**src/hw/rtl/ahfe_pkg.sv**
```systemverilog
// Types, constants and helpers shared by the ASCII hex frame encoder.
package ahfe_pkg;

  // Configuration register indexes
  localparam logic [1:0] CFG_START_CHAR = 2'd0;
  localparam logic [1:0] CFG_POLL_CODE  = 2'd1;
  localparam logic [1:0] CFG_USER_CODE  = 2'd2;

  // Configuration reset values
  localparam logic [7:0] START_CHAR_RST = 8'h3A;
  localparam logic [7:0] POLL_CODE_RST  = 8'h00;
  localparam logic [7:0] USER_CODE_RST  = 8'h01;

  // Frame field positions
  localparam logic [2:0] FP_HW_DST = 3'd0;
  localparam logic [2:0] FP_HW_SRC = 3'd1;
  localparam logic [2:0] FP_TYPE   = 3'd2;
  localparam logic [2:0] FP_SRC    = 3'd3;
  localparam logic [2:0] FP_DST    = 3'd4;
  localparam logic [2:0] FP_LEN    = 3'd5;
  localparam logic [2:0] FP_DATA   = 3'd6;

  // Characters
  localparam logic [7:0] CH_CR   = 8'h0D;
  localparam logic [7:0] CH_LF   = 8'h0A;
  localparam logic [7:0] CH_ZERO = 8'h30;
  localparam logic [7:0] CH_A    = 8'h41;
  localparam logic [7:0] NIB_HI  = 8'hF0;
  localparam logic [7:0] NIB_LO  = 8'h0F;

  // Output slots of one command, in emission order
  localparam int NSLOTS       = 7;
  localparam int SLOT_START   = 0;
  localparam int SLOT_HEX_HI  = 1;
  localparam int SLOT_HEX_LO  = 2;
  localparam int SLOT_SUM_HI  = 3;
  localparam int SLOT_SUM_LO  = 4;
  localparam int SLOT_CR      = 5;
  localparam int SLOT_LF      = 6;

  typedef logic [NSLOTS-1:0] slot_mask_t;

  // One queued command: what a single input byte makes
  typedef struct packed {
    logic       start_en;
    logic [7:0] start_ch;
    logic       hex_en;
    logic [7:0] hex_byte;
    logic       close_en;
    logic [7:0] csum;
  } cmd_t;

  // Upper-case hex character of the low nibble
  function automatic logic [7:0] hex_digit(input logic [7:0] v);
    logic [7:0] n;
    n = v & NIB_LO;
    if (n > 8'd9) begin
      hex_digit = n - 8'd10 + CH_A;
    end else begin
      hex_digit = n + CH_ZERO;
    end
  endfunction

  // Slots a command fills
  function automatic slot_mask_t cmd_mask(input cmd_t c);
    slot_mask_t m;
    m = '0;
    m[SLOT_START]  = c.start_en;
    m[SLOT_HEX_HI] = c.hex_en;
    m[SLOT_HEX_LO] = c.hex_en;
    m[SLOT_SUM_HI] = c.close_en;
    m[SLOT_SUM_LO] = c.close_en;
    m[SLOT_CR]     = c.close_en;
    m[SLOT_LF]     = c.close_en;
    cmd_mask = m;
  endfunction

endpackage

```
**src/hw/rtl/ahfe_front.sv**
```systemverilog
// Front end: configuration registers, frame parser and command builder.
module ahfe_front (
  input  logic            clk,
  input  logic            rst_n,
  input  logic            cfg_we,
  input  logic [1:0]      cfg_idx,
  input  logic [7:0]      cfg_wdata,
  input  logic            accept,
  input  logic [7:0]      msg_byte,
  output logic            push,
  output ahfe_pkg::cmd_t  cmd
);

  logic [7:0] start_char_r;
  logic [7:0] poll_code_r;
  logic [7:0] user_code_r;

  logic [2:0] fp_r, fp_nxt;
  logic [7:0] sum_r, sum_nxt;
  logic [7:0] type_r, type_nxt;
  logic [7:0] rem_r, rem_nxt;

  logic [7:0] sum_add;
  logic [7:0] rem_dec;
  logic       shown;
  logic       close_en;
  logic [7:0] csum;

  assign sum_add = sum_r + msg_byte;
  assign rem_dec = rem_r - 8'd1;
  assign shown   = (type_r == user_code_r) && (type_r != poll_code_r);

  // Classify the byte by its place in the frame
  always_comb begin
    fp_nxt       = fp_r;
    sum_nxt      = sum_add;
    type_nxt     = type_r;
    rem_nxt      = rem_r;
    cmd.start_en = 1'b0;
    cmd.start_ch = start_char_r;
    cmd.hex_en   = 1'b0;
    cmd.hex_byte = msg_byte;
    close_en     = 1'b0;
    csum         = sum_add;
    unique case (fp_r)
      ahfe_pkg::FP_HW_SRC: begin
        cmd.hex_en = 1'b1;
        fp_nxt     = ahfe_pkg::FP_TYPE;
      end
      ahfe_pkg::FP_TYPE: begin
        type_nxt   = msg_byte;
        cmd.hex_en = 1'b1;
        if (msg_byte == poll_code_r) begin
          // poll frame: checksum covers only the hardware addresses
          close_en = 1'b1;
          csum     = sum_r;
        end else begin
          fp_nxt = ahfe_pkg::FP_SRC;
        end
      end
      ahfe_pkg::FP_SRC, ahfe_pkg::FP_DST: begin
        cmd.hex_en = shown;
        fp_nxt     = fp_r + 3'd1;
      end
      ahfe_pkg::FP_LEN: begin
        cmd.hex_en = shown;
        rem_nxt    = msg_byte;
        if (msg_byte == 8'd0) begin
          close_en = 1'b1;
        end else begin
          fp_nxt = ahfe_pkg::FP_DATA;
        end
      end
      ahfe_pkg::FP_DATA: begin
        cmd.hex_en = shown;
        rem_nxt    = rem_dec;
        if (rem_dec == 8'd0) begin
          close_en = 1'b1;
        end
      end
      default: begin
        // hardware destination opens a frame
        cmd.start_en = 1'b1;
        cmd.hex_en   = 1'b1;
        sum_nxt      = msg_byte;
        rem_nxt      = 8'd0;
        fp_nxt       = ahfe_pkg::FP_HW_SRC;
      end
    endcase
    if (close_en) begin
      fp_nxt  = ahfe_pkg::FP_HW_DST;
      sum_nxt = 8'd0;
      rem_nxt = 8'd0;
    end
    cmd.close_en = close_en;
    cmd.csum     = csum;
  end

  // Silent body bytes make no command
  assign push = accept && (cmd.start_en || cmd.hex_en || cmd.close_en);

  // Configuration registers
  always_ff @(posedge clk) begin
    if (!rst_n) begin
      start_char_r <= ahfe_pkg::START_CHAR_RST;
      poll_code_r  <= ahfe_pkg::POLL_CODE_RST;
      user_code_r  <= ahfe_pkg::USER_CODE_RST;
    end else if (cfg_we) begin
      unique case (cfg_idx)
        ahfe_pkg::CFG_START_CHAR: start_char_r <= cfg_wdata;
        ahfe_pkg::CFG_POLL_CODE:  poll_code_r  <= cfg_wdata;
        ahfe_pkg::CFG_USER_CODE:  user_code_r  <= cfg_wdata;
        default: ;
      endcase
    end
  end

  // Parser state
  always_ff @(posedge clk) begin
    if (!rst_n) begin
      fp_r   <= ahfe_pkg::FP_HW_DST;
      sum_r  <= 8'd0;
      type_r <= 8'd0;
      rem_r  <= 8'd0;
    end else if (accept) begin
      fp_r   <= fp_nxt;
      sum_r  <= sum_nxt;
      type_r <= type_nxt;
      rem_r  <= rem_nxt;
    end
  end

endmodule

```
**src/hw/rtl/ahfe_queue.sv**
```systemverilog
// Small command queue between the parser and the character sequencer.
module ahfe_queue #(
  parameter int DEPTH = 4
) (
  input  logic            clk,
  input  logic            rst_n,
  input  logic            push,
  input  ahfe_pkg::cmd_t  wdata,
  input  logic            pop,
  output ahfe_pkg::cmd_t  rdata,
  output logic            empty,
  output logic            full
);

  localparam int PW = (DEPTH > 1) ? $clog2(DEPTH) : 1;
  localparam int CW = $clog2(DEPTH + 1);
  localparam logic [PW-1:0] PTR_LAST = PW'(DEPTH - 1);
  localparam logic [CW-1:0] CNT_FULL = CW'(DEPTH);

  ahfe_pkg::cmd_t entry_r [DEPTH];
  logic [PW-1:0]  wr_ptr_r;
  logic [PW-1:0]  rd_ptr_r;
  logic [CW-1:0]  count_r;

  assign rdata = entry_r[rd_ptr_r];
  assign empty = (count_r == '0);
  assign full  = (count_r == CNT_FULL);

  // Storage
  always_ff @(posedge clk) begin
    if (push) begin
      entry_r[wr_ptr_r] <= wdata;
    end
  end

  // Pointers and fill count
  always_ff @(posedge clk) begin
    if (!rst_n) begin
      wr_ptr_r <= '0;
      rd_ptr_r <= '0;
      count_r  <= '0;
    end else begin
      if (push) begin
        wr_ptr_r <= (wr_ptr_r == PTR_LAST) ? '0 : wr_ptr_r + 1'b1;
      end
      if (pop) begin
        rd_ptr_r <= (rd_ptr_r == PTR_LAST) ? '0 : rd_ptr_r + 1'b1;
      end
      if (push && !pop) begin
        count_r <= count_r + 1'b1;
      end else if (pop && !push) begin
        count_r <= count_r - 1'b1;
      end
    end
  end

endmodule

```
**src/hw/rtl/ahfe_back.sv**
```systemverilog
// Back end: walks each command's slots and drives one character per word.
module ahfe_back (
  input  logic            clk,
  input  logic            rst_n,
  input  logic            q_empty,
  input  ahfe_pkg::cmd_t  q_rdata,
  output logic            pop,
  input  logic            out_stall,
  output logic            out_valid,
  output logic [7:0]      out_char,
  output logic            out_run_last,
  output logic            out_frame_done
);

  ahfe_pkg::slot_mask_t mask_r;
  ahfe_pkg::slot_mask_t low;
  ahfe_pkg::slot_mask_t rest;
  ahfe_pkg::cmd_t       cmd_r;

  logic       out_valid_r;
  logic [7:0] out_char_r;
  logic       out_run_last_r;
  logic       out_frame_done_r;

  logic       busy;
  logic       out_ready;
  logic       fire;
  logic [7:0] ch_sel;

  assign low       = mask_r & (~mask_r + 1'b1);
  assign rest      = mask_r & ~low;
  assign busy      = |mask_r;
  assign out_ready = !out_valid_r || !out_stall;
  assign fire      = busy && out_ready;
  assign pop       = !q_empty && (!busy || (fire && (rest == '0)));

  // Character of the current slot
  always_comb begin
    priority if (low[ahfe_pkg::SLOT_START]) begin
      ch_sel = cmd_r.start_ch;
    end else if (low[ahfe_pkg::SLOT_HEX_HI]) begin
      ch_sel = ahfe_pkg::hex_digit((cmd_r.hex_byte & ahfe_pkg::NIB_HI) >> 4);
    end else if (low[ahfe_pkg::SLOT_HEX_LO]) begin
      ch_sel = ahfe_pkg::hex_digit(cmd_r.hex_byte);
    end else if (low[ahfe_pkg::SLOT_SUM_HI]) begin
      ch_sel = ahfe_pkg::hex_digit((cmd_r.csum & ahfe_pkg::NIB_HI) >> 4);
    end else if (low[ahfe_pkg::SLOT_SUM_LO]) begin
      ch_sel = ahfe_pkg::hex_digit(cmd_r.csum);
    end else if (low[ahfe_pkg::SLOT_CR]) begin
      ch_sel = ahfe_pkg::CH_CR;
    end else begin
      ch_sel = ahfe_pkg::CH_LF;
    end
  end

  // Slot mask and output valid
  always_ff @(posedge clk) begin
    if (!rst_n) begin
      mask_r      <= '0;
      out_valid_r <= 1'b0;
    end else begin
      if (out_ready) begin
        out_valid_r <= fire;
      end
      if (pop) begin
        mask_r <= ahfe_pkg::cmd_mask(q_rdata);
      end else if (fire) begin
        mask_r <= rest;
      end
    end
  end

  // Command and output payload
  always_ff @(posedge clk) begin
    if (pop) begin
      cmd_r <= q_rdata;
    end
    if (fire) begin
      out_char_r       <= ch_sel;
      out_run_last_r   <= (rest == '0);
      out_frame_done_r <= low[ahfe_pkg::SLOT_LF];
    end
  end

  assign out_valid      = out_valid_r;
  assign out_char       = out_char_r;
  assign out_run_last   = out_run_last_r;
  assign out_frame_done = out_frame_done_r;

endmodule

```
**src/hw/rtl/ascii_hex_frame_encoder.sv**
```systemverilog
// A taken byte is written into the command queue, popped into the back end's slot mask, and
// its first character is then registered at the output. Throughput: one character per cycle
// while out_stall is low; a byte makes 0 to 6 characters (at least 2 for any shown byte).
// A byte that makes no character pushes no command; the command queue decouples the two sides.
// Reset (synchronous, rst_n low) empties the queue, clears the parser and
// returns the configuration registers to their defaults.
module ascii_hex_frame_encoder #(
  parameter int QUEUE_DEPTH = 4
) (
  input  logic       clk,
  input  logic       rst_n,
  input  logic       cfg_we,
  input  logic [1:0] cfg_idx,
  input  logic [7:0] cfg_wdata,
  input  logic       in_valid,
  output logic       in_stall,
  input  logic [7:0] in_msg_byte,
  output logic       out_valid,
  input  logic       out_stall,
  output logic [7:0] out_char,
  output logic       out_run_last,
  output logic       out_frame_done
);

  logic           accept;
  logic           push;
  logic           pop;
  logic           q_empty;
  logic           q_full;
  ahfe_pkg::cmd_t cmd;
  ahfe_pkg::cmd_t q_rdata;

  assign in_stall = q_full;
  assign accept   = in_valid && !in_stall;

  // Parser
  ahfe_front u_front (
    .clk       (clk),
    .rst_n     (rst_n),
    .cfg_we    (cfg_we),
    .cfg_idx   (cfg_idx),
    .cfg_wdata (cfg_wdata),
    .accept    (accept),
    .msg_byte  (in_msg_byte),
    .push      (push),
    .cmd       (cmd)
  );

  // Command queue
  ahfe_queue #(
    .DEPTH (QUEUE_DEPTH)
  ) u_queue (
    .clk   (clk),
    .rst_n (rst_n),
    .push  (push),
    .wdata (cmd),
    .pop   (pop),
    .rdata (q_rdata),
    .empty (q_empty),
    .full  (q_full)
  );

  // Character sequencer
  ahfe_back u_back (
    .clk            (clk),
    .rst_n          (rst_n),
    .q_empty        (q_empty),
    .q_rdata        (q_rdata),
    .pop            (pop),
    .out_stall      (out_stall),
    .out_valid      (out_valid),
    .out_char       (out_char),
    .out_run_last   (out_run_last),
    .out_frame_done (out_frame_done)
  );

endmodule

```
**config.mk**
```make
export PLATFORM = sky130hd
export DESIGN_NAME = ascii_hex_frame_encoder
export DESIGN_NICKNAME = d
export VERILOG_FILES = /design/src/hw/rtl/ahfe_pkg.sv /design/src/hw/rtl/ahfe_front.sv /design/src/hw/rtl/ahfe_queue.sv /design/src/hw/rtl/ahfe_back.sv /design/src/hw/rtl/ascii_hex_frame_encoder.sv
export SDC_FILE = /design/constraint.sdc
export NUM_CORES = 1
export LEC_CHECK = 0
export BUFFER_PORTS_ARGS = -buffer_cell sky130_fd_sc_hd__buf_2
export CAP_MARGIN = 20
export CORE_MARGIN = 5
export CORE_UTILIZATION = 67
export CTS_CLUSTER_DIAMETER = 80
export CTS_CLUSTER_SIZE = 20
export DETAILED_ROUTE_END_ITERATION = 16
export GPL_TIMING_DRIVEN = 0
export MAX_ROUTING_LAYER = met4
export PLACE_DENSITY_LB_ADDON = 0.2
export SLEW_MARGIN = 0
export SYNTH_ARGS = -nofsm -noshare
export SYNTH_HDL_FRONTEND = slang
export SYNTH_SLANG_ARGS = --single-unit
```
**constraint.sdc**
```tcl
create_clock -name clk -period 8.6 [get_ports clk]
set_input_delay 1.72 -clock clk [delete_from_list [all_inputs] [get_ports clk]]
set_output_delay 1.72 -clock clk [all_outputs]
set_load 0.005 [all_outputs]
```
==> flow_metrics.env <==
export IMPL_ys_seq_area_share_pct=55.9
export IMPL_ys_top_cells_by_area="edfxtp_1, dfxtp_1, mux4_2"
export IMPL_yosys_area_top_type="edfxtp_1"
export IMPL_crit_arrival_ps=4590
export IMPL_port_buffers=34
export IMPL_cts_sinks=210
export IMPL_ys_types=72
export IMPL_avgSynthCellArea_sq_um=12.2
export IMPL_core_sq_mm=0.0146
export IMPL_critPathSlowestCell="nor4_1"
export IMPL_maxCapViolCount=0
export IMPL_wl_um=22800
export IMPL_fillers=926
export IMPL_grt_max_degree=22
export IMPL_cpPeakStageDelay_ps=400
export IMPL_cts_buffers_inserted=14
export IMPL_die_h_um=133
export IMPL_internal_power_w=0.00216
export IMPL_rows=44
export IMPL_crit_buf_inv=4
export IMPL_antenna_found_initial=0
export IMPL_finalSetupViolCount=0
export IMPL_drtIter0Drc=520
export IMPL_grt_overflow=0
export IMPL_drive_above_1_share_pct=11.7
export IMPL_first_global_vias=6996
export IMPL_critPathCaptureType="flop"
export IMPL_syn_num_nets=883
export IMPL_clk_path_buf_depth=3
export IMPL_n_antenna_cell=0
export IMPL_min_period_over_period_pct=48.7
export IMPL_critPathLaunchType="input port"
export IMPL_vias=6878
export IMPL_grtUsageTotal_pct=26.7
export IMPL_place_congestion=0.966
export IMPL_synth_top_area_share_pct=42.4
export IMPL_hold_path_class="reg2reg"
export IMPL_maxSlewViolCount=0
export IMPL_routedWlPerCell_um=21.3
export IMPL_finClkSkew_ps=17.2
export IMPL_ios=35
export IMPL_vias_per_cell=6.43
export IMPL_pwr_share_comb_pct=35.9
export IMPL_critPathTopFamily="simple AND/OR/NAND/NOR gates"
export IMPL_finalCriticalPeriod_ps=4190
export IMPL_fp_dieW_um=133
export IMPL_rsz0062_at_grt="no"
export IMPL_required_ps=8990
export IMPL_slew_headroom_pct=39.0
export IMPL_ant_nets=0
export IMPL_synth_seq_cells=210
export IMPL_use_met3_pct=3.15
export IMPL_path_cells="buf_2 -> xor2_1 -> nor4_1 -> nand4_2 -> inv_2 -> o31a_1 -> buf_2 -> ha_1 -> inv_1 -> fa_1 -> xor2_1 -> or3_1 -> a21oi_1"
export IMPL_path_max_fanout=10
export IMPL_start_util_pct=68.7
export IMPL_root_buffer="clkbuf_16"
export IMPL_power_switching_w=0.00117
export IMPL_seqPwrFrac_pct=44.6
export IMPL_htree_levels=1
export IMPL_place_hpwl_um=16200
export IMPL_status="finished, final reports clean"
export IMPL_vdd_ir_drop_max_mv=0.138
export IMPL_synth_edf_count=142
export IMPL_holdWs_ps=479
export IMPL_cts_hold_fix_buffers=0
export IMPL_nets=938
export IMPL_grt_busiest_layer="met2"
export IMPL_swShare_pct=35.0
export IMPL_syn_to_final_growth_pct=9.37
export IMPL_cts_tree="yes"
export IMPL_fmax_mhz=239
export IMPL_drcViolationCount=0
export IMPL_synthArstFlopShare_pct=0
export IMPL_path_class="in2reg"
export IMPL_finalSetupTns_ps=0
export IMPL_syn_inst=823
export IMPL_dr_pass1_iters=5
export IMPL_path_clk_slew_ps=90
export IMPL_gr_usage_met2_pct=45.5
export IMPL_netlist_area_sq_mm=0.0101
export IMPL_pwr_share_clk_pct=19.5
export IMPL_clk_latency_ps=470
export IMPL_ctsResizeCount=0
export IMPL_synth_flop_cell="edfxtp_1"
export IMPL_post_cts_setup_buffers=0
export IMPL_p_leak_nw=4.12
export IMPL_gr_usage_met1_pct=33.8
export IMPL_tightest_slew_ps=916
export IMPL_die_area_sq_mm=0.0176
export IMPL_grt_pass1_wl_um=36400
export IMPL_final_hold_violation_count=0
export IMPL_yosysWarnings=0
export IMPL_multi_input_area_sq_mm=0.00416
export IMPL_p_per_area_mw_per_mm2=303
export IMPL_regArea_sq_mm=0.00563
state kept, by name, summed over array words and instances, names as in the netlist, 2 cells and up, named ones only:
signal                count
u_back.out_char           8
u_back.mask_r             7
u_front.poll_code_r       8
u_front.start_char_r      8
u_front.sum_r             8
u_queue.count_r           3
u_queue.entry_r         108
u_queue.rd_ptr_r          2
u_front.rem_r             8
u_back.cmd_r             24
u_front.user_code_r       8
u_front.type_r            8
u_queue.wr_ptr_r          2
u_front.fp_r              3
kinds of logic after synthesis:
| family | after synthesis | share of synthesized area (%) |
|---|---|---|
| AND/OR/NAND/NOR | 236 | 11.8 |
| flip-flops | 210 | 55.9 |
| AO/OA/AOI/OAI | 152 | 10.4 |
| buffers and inverters | 70 | 2.76 |
| multiplexers | 60 | 9.37 |
| XOR/XNOR | 56 | 4.88 |
| adder cells (fa/ha/maj) | 39 | 4.95 |
stage by stage:
step / area (sq um) / setup WS, ps / util, % / cells / total power [W]
after floorplan: 10100 / 4440 / - / 823 / 0.00230
after global placement: 10500 / 3810 / 71.4 / 1041 / 0.00256
after detailed placement: 10600 / 4020 / 72.3 / 1046 / 0.00267
after CTS: 11000 / 4450 / 75.1 / 1070 / 0.00332
after global routing: 11000 / 4290 / 75.1 / 1070 / 0.00350
final: 11000 / 4410 / 75.1 / 1070 / 0.00333
per-layer routing:
layer	vias up	share of wire, %
met5	-	0
met4	0	2.8
met3	50	6.0
met2	299	51
met1	3360	40
li1	3169	-
layout by cell type, fill, tap and decap left out, types with 5 or more instances in the layout:
cell type  netlist  layout
mux2i_1         30      30
nand4_1         10      10
a22o_1           9       9
clkbuf_1        30      38
dfxtp_1         68      68
nor4_1           8       8
nor3_1          11      11
clkbuf_16        0      15
or3_1            5       5
buf_2            6      40
nor2_1          44      44
ha_1            35      35
o31ai_1          5       5
xnor2_1         24      24
nand3_1         18      18
nand2b_1         5       5
mux4_2          27      27
edfxtp_1       142     142
inv_1           28      28
o211ai_1         8       8
and2_1           8       8
a21oi_1         39      39
nor2b_1          8       8
o21ai_0         32      32
a22oi_1          5       5
nor3b_1          8       8
nand2_1         87      87
xor2_1          32      32
o21a_1           5       5
nand3b_1        11      11
worst min-delay path: cells and delay by family (launching register included):
| family | cells | cell delay [ps] |
|---|---|---|
| flip-flops | 1 | 330 |
| AND/OR/NAND/NOR | 1 | 60 |
| AO/OA/AOI/OAI | 1 | 50 |
cells in the mapped netlist (6+ instances only):
library cell  instances
a22o_1                9
inv_1                28
xnor2_1              24
nor2_1               44
xor2_1               32
nor3b_1               8
mux4_2               27
nor3_1               11
a21oi_1              39
nand2_1              87
buf_2                 6
nand3_1              18
edfxtp_1            142
and2_1                8
dfxtp_1              68
nand4_1              10
mux2i_1              30
nor2b_1               8
ha_1                 35
o21ai_0              32
nand3b_1             11
clkbuf_1             30
o211ai_1              8
nor4_1                8
power groups by stage:
stage	Sequential, W	Combinational (W)	Clock, W
6_report	0.00148	0.00120	0.000650
5_1_grt	0.00150	0.00131	0.000697
4_1_cts	0.00148	0.00118	0.000656
3_5_place_dp	0.00150	0.00117	0
3_3_place_gp	0.00149	0.00107	0
2_1_floorplan	0.00146	0.000843	0
area by class of cell:
type / instances / share of cell area (%)
plain buffers: 41 / 1.54
well taps: 184 / 2.09
clock inverters: 1 / 0.102
inverters: 29 / 0.989
multi-input cells: 543 / 37.8
repair buffers: 39 / 2.68
flip-flops and latches: 210 / 51.1
clock buffers: 23 / 3.68
path summary, 6_finish.rpt:
check                           startpoint  cells after the start  slack [ps]                               to
max                         in_msg_byte[5]                     13        4410  u_queue.count_r[2]$_SDFFE_PN0P_
min          u_front.sum_r[2]$_SDFFE_PN0P_                      2         480    u_front.sum_r[2]$_SDFFE_PN0P_
max reg2reg  u_front.rem_r[0]$_SDFFE_PN0P_                     16        4620  u_queue.count_r[2]$_SDFFE_PN0P_
min reg2reg  u_front.sum_r[2]$_SDFFE_PN0P_                      2         480    u_front.sum_r[2]$_SDFFE_PN0P_
Power figures use the tool's default switching activity.
